**config.mk**
```make
export PLATFORM = sky130hd
export DESIGN_NAME = bright_spot_cursor_selector
export DESIGN_NICKNAME = d
export VERILOG_FILES = /design/src/rtl/core/bscs_pkg.sv /design/src/rtl/core/bright_spot_cursor_selector.sv /design/src/rtl/core/bscs_divider.sv
export VERILOG_INCLUDE_DIRS = /design/src /design/src/rtl/core
export SDC_FILE = /design/constraint.sdc
export NUM_CORES = 2
export LEC_CHECK = 0
export ABC_AREA = 1
export BUFFER_PORTS_ARGS = -buffer_cell sky130_fd_sc_hd__buf_4
export CORE_ASPECT_RATIO = 0.9
export CORE_UTILIZATION = 40
export CTS_CLUSTER_DIAMETER = 40
export DETAILED_ROUTE_END_ITERATION = 8
export PLACE_DENSITY = 0.64
export SLEW_MARGIN = 20
export SYNTH_ARGS = -nofsm -noshare
export SYNTH_HDL_FRONTEND = slang
export SYNTH_HIERARCHICAL = 1
export SYNTH_SLANG_ARGS = --single-unit
```
**constraint.sdc**
```tcl
create_clock -name clk_i -period 5.6 [get_ports clk_i]
set_clock_uncertainty 0.15 [all_clocks]
set_input_delay 0 -clock clk_i [delete_from_list [all_inputs] [get_ports clk_i]]
set_output_delay 0 -clock clk_i [all_outputs]
set_load 0.02 [all_outputs]
```
**src/rtl/core/bright_spot_cursor_selector_assert.svh**
```systemverilog
// ----------------------------------------------------------------------------
// bright spot cursor selector assertion macros
// concurrent check wrappers for the rtl that carries assertions
// ----------------------------------------------------------------------------
`ifndef BRIGHT_SPOT_CURSOR_SELECTOR_ASSERT_SVH
`define BRIGHT_SPOT_CURSOR_SELECTOR_ASSERT_SVH

// same-cycle implication, disabled during reset
`define BSCS_ASSERT_IMPL(label, clk, rst_n, ante, cons) \
  label: assert property (@(posedge clk) disable iff (!rst_n) (ante) |-> (cons)) \
    else $error("bscs assertion failed");

// next-cycle implication, disabled during reset
`define BSCS_ASSERT_NEXT(label, clk, rst_n, ante, cons) \
  label: assert property (@(posedge clk) disable iff (!rst_n) (ante) |=> (cons)) \
    else $error("bscs assertion failed");

`endif

```
**src/rtl/core/bscs_pkg.sv**
```systemverilog
// ----------------------------------------------------------------------------
// bscs_pkg
// types and constants of the bright spot cursor selector
// ----------------------------------------------------------------------------
package bscs_pkg;

  localparam int unsigned CoordW = 12;
  localparam int unsigned AreaW  = 16;
  localparam int unsigned ScoreW = 24;
  localparam int unsigned DistW  = CoordW + 1;
  localparam int unsigned SqW    = 2 * CoordW;

  // circularity ratio: (200 * area * 65536) / (pi_q16 * r * r)
  localparam int unsigned PiW    = 18;
  localparam int unsigned NumW   = 40;
  localparam int unsigned DenW   = SqW + PiW;
  // quotient stays below 2^23 because r >= 1 and area < 2^16
  localparam int unsigned QuoW   = 23;
  localparam int unsigned StepW  = 5;

  localparam logic [PiW-1:0]         PiQ16      = 18'd205887;
  localparam logic [7:0]             CircMult   = 8'd200;
  localparam logic signed [ScoreW:0] CircBase   = 25'sd100;
  localparam logic signed [ScoreW-1:0] ScoreBound = 24'sd30000;

  typedef struct packed {
    logic              spot_valid;
    logic [CoordW-1:0] spot_x;
    logic [CoordW-1:0] spot_y;
    logic [CoordW-1:0] spot_radius;
    logic [AreaW-1:0]  spot_area;
    logic [CoordW-1:0] prev_x;
    logic [CoordW-1:0] prev_y;
    logic [CoordW-1:0] prev_radius;
    logic              frame_last;
  } bscs_item_t;

  typedef struct packed {
    logic [CoordW-1:0] best_x;
    logic [CoordW-1:0] best_y;
    logic [CoordW-1:0] best_radius;
    logic [AreaW-1:0]  best_area;
  } bscs_res_t;

  typedef struct packed {
    logic busy;
    logic done;
  } bscs_div_sts_t;

  typedef enum logic [2:0] {
    ST_IDLE,
    ST_PREP,
    ST_SCALE,
    ST_LAUNCH,
    ST_DIV,
    ST_SCORE,
    ST_OUT
  } bscs_state_e;

  function automatic logic [CoordW-1:0] abs_diff(input logic [CoordW-1:0] a,
                                                 input logic [CoordW-1:0] b);
    abs_diff = (a > b) ? (a - b) : (b - a);
  endfunction

endpackage

```
**src/rtl/core/bright_spot_cursor_selector.sv**
```systemverilog
// a blob word passes prep, scale, launch, 23 divider steps and score from acceptance
// to its score update; words are taken only while idle, so the next word waits until
// the current blob word is scored, mostly on the 23-step serial circularity divider
// a frame result sits in the output register until taken, then a new word is taken
// reset: asynchronous, clears target radius, best score to 30000 and held blob
// ----------------------------------------------------------------------------
// bright_spot_cursor_selector
// picks the lowest-score blob of a frame as the cursor and emits it at frame end
// ----------------------------------------------------------------------------
`include "bright_spot_cursor_selector_assert.svh"

module bright_spot_cursor_selector
  import bscs_pkg::*;
(
  input  logic              clk_i,
  input  logic              rst_ni,
  // configuration: target radius
  input  logic              cfg_valid_i,
  output logic              cfg_ready_o,
  input  logic [CoordW-1:0] cfg_data_i,
  // blob words
  input  logic              in_valid_i,
  output logic              in_ready_o,
  input  bscs_item_t        in_data_i,
  // frame results
  output logic              out_valid_o,
  input  logic              out_ready_i,
  output bscs_res_t         out_data_o
);

  bscs_state_e state_q, state_d;

  // captured word and config
  bscs_item_t        item_q;
  logic [CoordW-1:0] target_q;

  // score operands, filled over the prep and scale cycles
  logic [SqW-1:0]    rr_q;
  logic [NumW-1:0]   num_q;
  logic [DenW-1:0]   den_q;
  logic [CoordW-1:0] rad_q;
  logic [DistW-1:0]  dist_q;
  logic [DistW-1:0]  dist_d;

  // frame state
  logic signed [ScoreW-1:0] best_score_q, best_score_d;
  bscs_res_t                held_q, held_d, held_nx;
  bscs_res_t                out_q, out_d;

  // divider hookup
  logic            div_start;
  bscs_div_sts_t   div_sts;
  logic [QuoW-1:0] quo;

  logic                   in_fire;
  logic                   scored;
  logic signed [ScoreW:0] score;
  logic                   take;
  logic                   emit;

  assign cfg_ready_o = 1'b1;
  assign in_fire     = in_valid_i && in_ready_o;
  // only blobs with a nonzero radius enter the scoring path
  assign scored      = in_data_i.spot_valid && (in_data_i.spot_radius != '0);

  // ---------------- sequencer ----------------
  always_comb begin
    state_d = state_q;
    unique case (state_q)
      ST_IDLE: begin
        if (in_fire) begin
          if (scored) begin
            state_d = ST_PREP;
          end else if (in_data_i.frame_last) begin
            state_d = ST_OUT;
          end
        end
      end
      ST_PREP:   state_d = ST_SCALE;
      ST_SCALE:  state_d = ST_LAUNCH;
      ST_LAUNCH: state_d = ST_DIV;
      ST_DIV: begin
        if (div_sts.done) begin
          state_d = ST_SCORE;
        end
      end
      ST_SCORE:  state_d = item_q.frame_last ? ST_OUT : ST_IDLE;
      ST_OUT: begin
        if (out_ready_i) begin
          state_d = ST_IDLE;
        end
      end
      default:   state_d = ST_IDLE;
    endcase
  end

  always_comb begin
    in_ready_o  = 1'b0;
    out_valid_o = 1'b0;
    div_start   = 1'b0;
    unique case (state_q)
      ST_IDLE:   in_ready_o  = 1'b1;
      ST_LAUNCH: div_start   = 1'b1;
      ST_OUT:    out_valid_o = 1'b1;
      default: begin
      end
    endcase
  end

  always_ff @(posedge clk_i or negedge rst_ni) begin
    if (!rst_ni) begin
      state_q <= ST_IDLE;
    end else begin
      state_q <= state_d;
    end
  end

  // ---------------- circularity divider ----------------
  bscs_divider u_div (
    .clk_i   (clk_i),
    .rst_ni  (rst_ni),
    .start_i (div_start),
    .num_i   (num_q),
    .den_i   (den_q),
    .sts_o   (div_sts),
    .quo_o   (quo)
  );

  // ---------------- operand prep ----------------
  // city-block distance counts only when a previous cursor exists
  always_comb begin
    dist_d = '0;
    if (item_q.prev_radius != '0) begin
      dist_d = DistW'(abs_diff(item_q.spot_x, item_q.prev_x))
             + DistW'(abs_diff(item_q.spot_y, item_q.prev_y));
    end
  end

  always_ff @(posedge clk_i) begin
    if (in_fire) begin
      item_q <= in_data_i;
    end
    if (state_q == ST_PREP) begin
      rr_q   <= item_q.spot_radius * item_q.spot_radius;
      // 200 * area, then times 65536
      num_q  <= {SqW'(item_q.spot_area * CircMult), 16'h0000};
      rad_q  <= abs_diff(item_q.spot_radius, target_q);
      dist_q <= dist_d;
    end
    if (state_q == ST_SCALE) begin
      den_q <= rr_q * PiQ16;
    end
  end

  // ---------------- score and running minimum ----------------
  // 100 - ratio + radius term + distance term, fits 24 bits signed
  assign score = CircBase
               - $signed({2'b00, quo})
               + $signed({{(ScoreW + 1 - CoordW){1'b0}}, rad_q})
               + $signed({{(ScoreW + 1 - DistW){1'b0}}, dist_q});

  // strict compare keeps the first of equal scores
  assign take = (state_q == ST_SCORE) && (score < $signed({best_score_q[ScoreW-1], best_score_q}));
  assign emit = (state_d == ST_OUT) && (state_q != ST_OUT);

  always_comb begin
    held_nx      = held_q;
    best_score_d = best_score_q;
    if (take) begin
      held_nx.best_x      = item_q.spot_x;
      held_nx.best_y      = item_q.spot_y;
      held_nx.best_radius = item_q.spot_radius;
      held_nx.best_area   = item_q.spot_area;
      best_score_d        = score[ScoreW-1:0];
    end
    held_d = held_nx;
    out_d  = out_q;
    // frame end: publish the held blob and start the next frame clean
    if (emit) begin
      out_d        = held_nx;
      held_d       = '0;
      best_score_d = ScoreBound;
    end
  end

  always_ff @(posedge clk_i or negedge rst_ni) begin
    if (!rst_ni) begin
      target_q     <= '0;
      best_score_q <= ScoreBound;
      held_q       <= '0;
    end else begin
      if (cfg_valid_i && cfg_ready_o) begin
        target_q <= cfg_data_i;
      end
      best_score_q <= best_score_d;
      held_q       <= held_d;
    end
  end

  always_ff @(posedge clk_i) begin
    out_q <= out_d;
  end

  assign out_data_o = out_q;

  // ---------------- assertions ----------------
  // input and output sides never open together
  `BSCS_ASSERT_IMPL(a_no_overlap, clk_i, rst_ni, out_valid_o, !in_ready_o)
  // the divider finishes only while the sequencer waits on it
  `BSCS_ASSERT_IMPL(a_div_done, clk_i, rst_ni, div_sts.done, state_q == ST_DIV)
  // a taken result leaves a freshly cleared frame
  `BSCS_ASSERT_NEXT(a_frame_clear, clk_i, rst_ni, out_valid_o && out_ready_i, best_score_q == ScoreBound)
  // a held blob exists exactly when the running minimum left the bound
  `BSCS_ASSERT_IMPL(a_held_match, clk_i, rst_ni, 1'b1, (held_q.best_radius != '0) == (best_score_q != ScoreBound))

endmodule

```
**src/rtl/core/bscs_divider.sv**
```systemverilog
// ----------------------------------------------------------------------------
// bscs_divider
// serial restoring divider, one quotient bit per cycle
// ----------------------------------------------------------------------------
module bscs_divider
  import bscs_pkg::*;
(
  input  logic                clk_i,
  input  logic                rst_ni,
  input  logic                start_i,
  input  logic [NumW-1:0]     num_i,
  input  logic [DenW-1:0]     den_i,
  output bscs_div_sts_t       sts_o,
  output logic [QuoW-1:0]     quo_o
);

  logic             busy_q;
  logic [StepW-1:0] cnt_q;
  logic [DenW-1:0]  rem_q;
  logic [DenW-1:0]  rem_d;
  logic [QuoW-1:0]  nsh_q;
  logic [DenW-1:0]  den_q;
  logic [QuoW-1:0]  quo_q;
  logic [DenW:0]    shifted;
  logic [DenW+1:0]  diff;
  logic             qbit;

  // top numerator bits are already below the divisor, so only QuoW steps
  assign shifted = {rem_q, nsh_q[QuoW-1]};
  assign diff    = {1'b0, shifted} - {2'b00, den_q};
  assign qbit    = ~diff[DenW+1];
  assign rem_d   = qbit ? diff[DenW-1:0] : shifted[DenW-1:0];

  always_ff @(posedge clk_i or negedge rst_ni) begin
    if (!rst_ni) begin
      busy_q <= 1'b0;
      cnt_q  <= '0;
    end else if (start_i) begin
      busy_q <= 1'b1;
      cnt_q  <= StepW'(QuoW - 1);
    end else if (busy_q) begin
      cnt_q <= cnt_q - 1'b1;
      if (cnt_q == '0) begin
        busy_q <= 1'b0;
      end
    end
  end

  always_ff @(posedge clk_i) begin
    if (start_i) begin
      rem_q <= DenW'(num_i[NumW-1:QuoW]);
      nsh_q <= num_i[QuoW-1:0];
      den_q <= den_i;
    end else if (busy_q) begin
      rem_q <= rem_d;
      nsh_q <= {nsh_q[QuoW-2:0], 1'b0};
      quo_q <= {quo_q[QuoW-2:0], qbit};
    end
  end

  assign sts_o.busy = busy_q;
  assign sts_o.done = busy_q && (cnt_q == '0);
  assign quo_o      = quo_q;

endmodule
```
==> results.md <==
* Startpoint Class: flop
* GPL Wtd Cong at 0.9429
* Clk sink count at 478
* CP Capture Type: flop
* Initial Util at 40.57%
* Slew Viols, Final at 0
* Crit path time final at 5.449 ns
* Critical path buffers and inverters at 3
* MaxCap Viol Count at 0
* Synthesized instance count at 4800
* Syn Std Cell Area at 0.04006 mm^2
* Iter 0 DRT Violations at 2085
* Hold WC Path Type: input port to flop
* Fillers at 9350
* HPWL after DPL at 78040 um
* Synth Warn # at 6
* Via density at 4.788
* Status: finished, final reports clean
* CP cell instances: buf_4 > ha_1 > inv_1 > fa_1 > fa_1 > fa_1 > fa_1 > fa_1 > inv_1 > ha_1 > a21oi_1 > o21ai_0 > a21oi_2 > o21ai_0 > nand2_1 > nand3_1 > xor2_1
* Rows at 109
* Worst-Skew Late Latency at 0.63 ns
* RSZ-0062 raised after global routing: yes
* Total track usage at 19.93%
* CP Data Required Time at 5.81 ns
* Share of cells above drive strength 1 at 9.731%
* Commonest cells after routing, fill and taps aside: nand2_1 (1155), inv_1 (1076), ha_1 (415)
* Die area at 0.1014 mm^2
* Critical-path top delay cell: fa_1
* Design Area, Final at 0.04852 mm^2
* CTS clock-pin slew for the worst setup and hold paths at 0.06 ns
* Clk buf depth at 3
* Final number of hold-violating endpoints at 0
* Core area at 0.09874 mm^2
* Post-Route Utilization at 49.14%
* Max frequency at 183.5 MHz
* Chip width at 335.6 um
* Htree depth at 3
* First-pass GRT wire length at 161800 um
* Critical path class: flop to flop
* Tcrit/Tclk final at 97.31%
* Vias in the first global route at 31440
* Worst slew margin at 39.59%
* Routed Antenna Nets at 0
* Detailed Route WL at 102000 um
* Worst slew pin tran at 0.9061 ns
* CTS tree: done
* Syn_area_per_cell at 8.345 um^2
* Crit path top cell by count: fa_1
* I/O Pins at 162
* Via count at 32020
* CTS Root Cell: clkbuf_16
* Register Area at 0.01363 mm^2
* Largest net degree at the start of global routing at 101
* DR pass1 iterations at 6
* Multi-input logic area at 0.02229 mm^2
* Layout area overhead at 21.12%
* PortBufs at 160
* CTS buffer count at 70
* Final setup vio count at 0
* Delay-heaviest family, CP: adder cells
* DRC viols at 0
* Grt ovf at 0
* Commonest non-fill, non-tap cell in the layout: nand2_1
* Final net count at 6071
* Crit path DAT at 5.65 ns
* Antenna violations before repair at 2
* Placed cell areas at 0.04307 mm^2
* Max incr delay on CP at 0.54 ns
* Worst-path fanout max at 6
* Die Height at 302.2 um
* DR WL/cell at 15.25 um
[through the flow]
| stage | TNS, ns | hold WS, ns | worst slack, ns | cells |
|---|---|---|---|---|
| finish | 0 | 0.1560 | 0.1508 | 6688 |
| global route | -1.780 | 0.1552 | -0.08006 | 6687 |
| CTS | 0 | 0.1226 | 0.04425 | 6655 |
| detailed placement | -0.1724 | -0.1772 | -0.1252 | 6294 |
| global placement | -0.01380 | -0.1769 | -0.01380 | 6294 |
| floorplan | 0 | -0.4456 | 0.4146 | 4821 |
[layout make-up]
type / instances / area share [%]
repair buffers: 481 / 9.046
diodes: 2 / 0.01032
flip-flops and latches: 478 / 28.09
multi-input cells: 3172 / 45.94
clock buffers: 78 / 3.716
well taps: 1332 / 3.435
inverters: 1093 / 8.469
clock inverters: 52 / 1.295
[state kept, by name (all words and copies together), names as in the netlist]
signal,count
item_q,89
held_q,52
out_data_o,52
u_div/den_q,42
u_div/rem_q,42
den_q,41
best_score_q,24
rr_q,23
u_div/nsh_q,23
u_div/quo_o,23
num_q,21
dist_q,13
rad_q,12
target_q,12
u_div/cnt_q,5
state_q,3
u_div/busy_q,1
[per-layer routing]
layer | GRT usage, % | vias up | wire length, um
met5 | 0 | - | 0
met4 | 6.208 | 0 | 2822
met3 | 2.872 | 152 | 5002
met2 | 32.22 | 719 | 46330
met1 | 27.56 | 15080 | 47870
li1 | - | 16070 | -
[what timing repair did]
action                                  CTS  global route
pin swaps                                 0            21
hold buffers                            226             0
gates cloned                              0             6
endpoints found under the hold margin   205             0
resized for setup                         1            77
endpoints found under the setup margin    2           147
setup buffers                             5            24
[tightest hold or removal path, delay by kind of cell]
family	cells	cell delay, ns
and+or+nand+nor	5	0.79
buffers and inverters	1	0.08
[worst paths after layout]
path / startpoint / end / slack, ns / cells past startpoint
setup / recovery: rr_q[7] / den_q[40] / 0.15 / 17
hold / removal: in_data_i[89] / state_q[1] / 0.16 / 6
setup reg to reg: rr_q[7] / den_q[40] / 0.15 / 17
hold reg to reg: den_q[3] / u_div/den_q[3] / 0.27 / 0
max in group asynchronous: rst_ni / held_q[13] / 3.95 / 5
min in group asynchronous: rst_ni / held_q[44] / 0.27 / 4
Power is left out: the tool's default activity adds up to more than one toggle a clock period on the data nets, which glitch-free logic cannot reach.
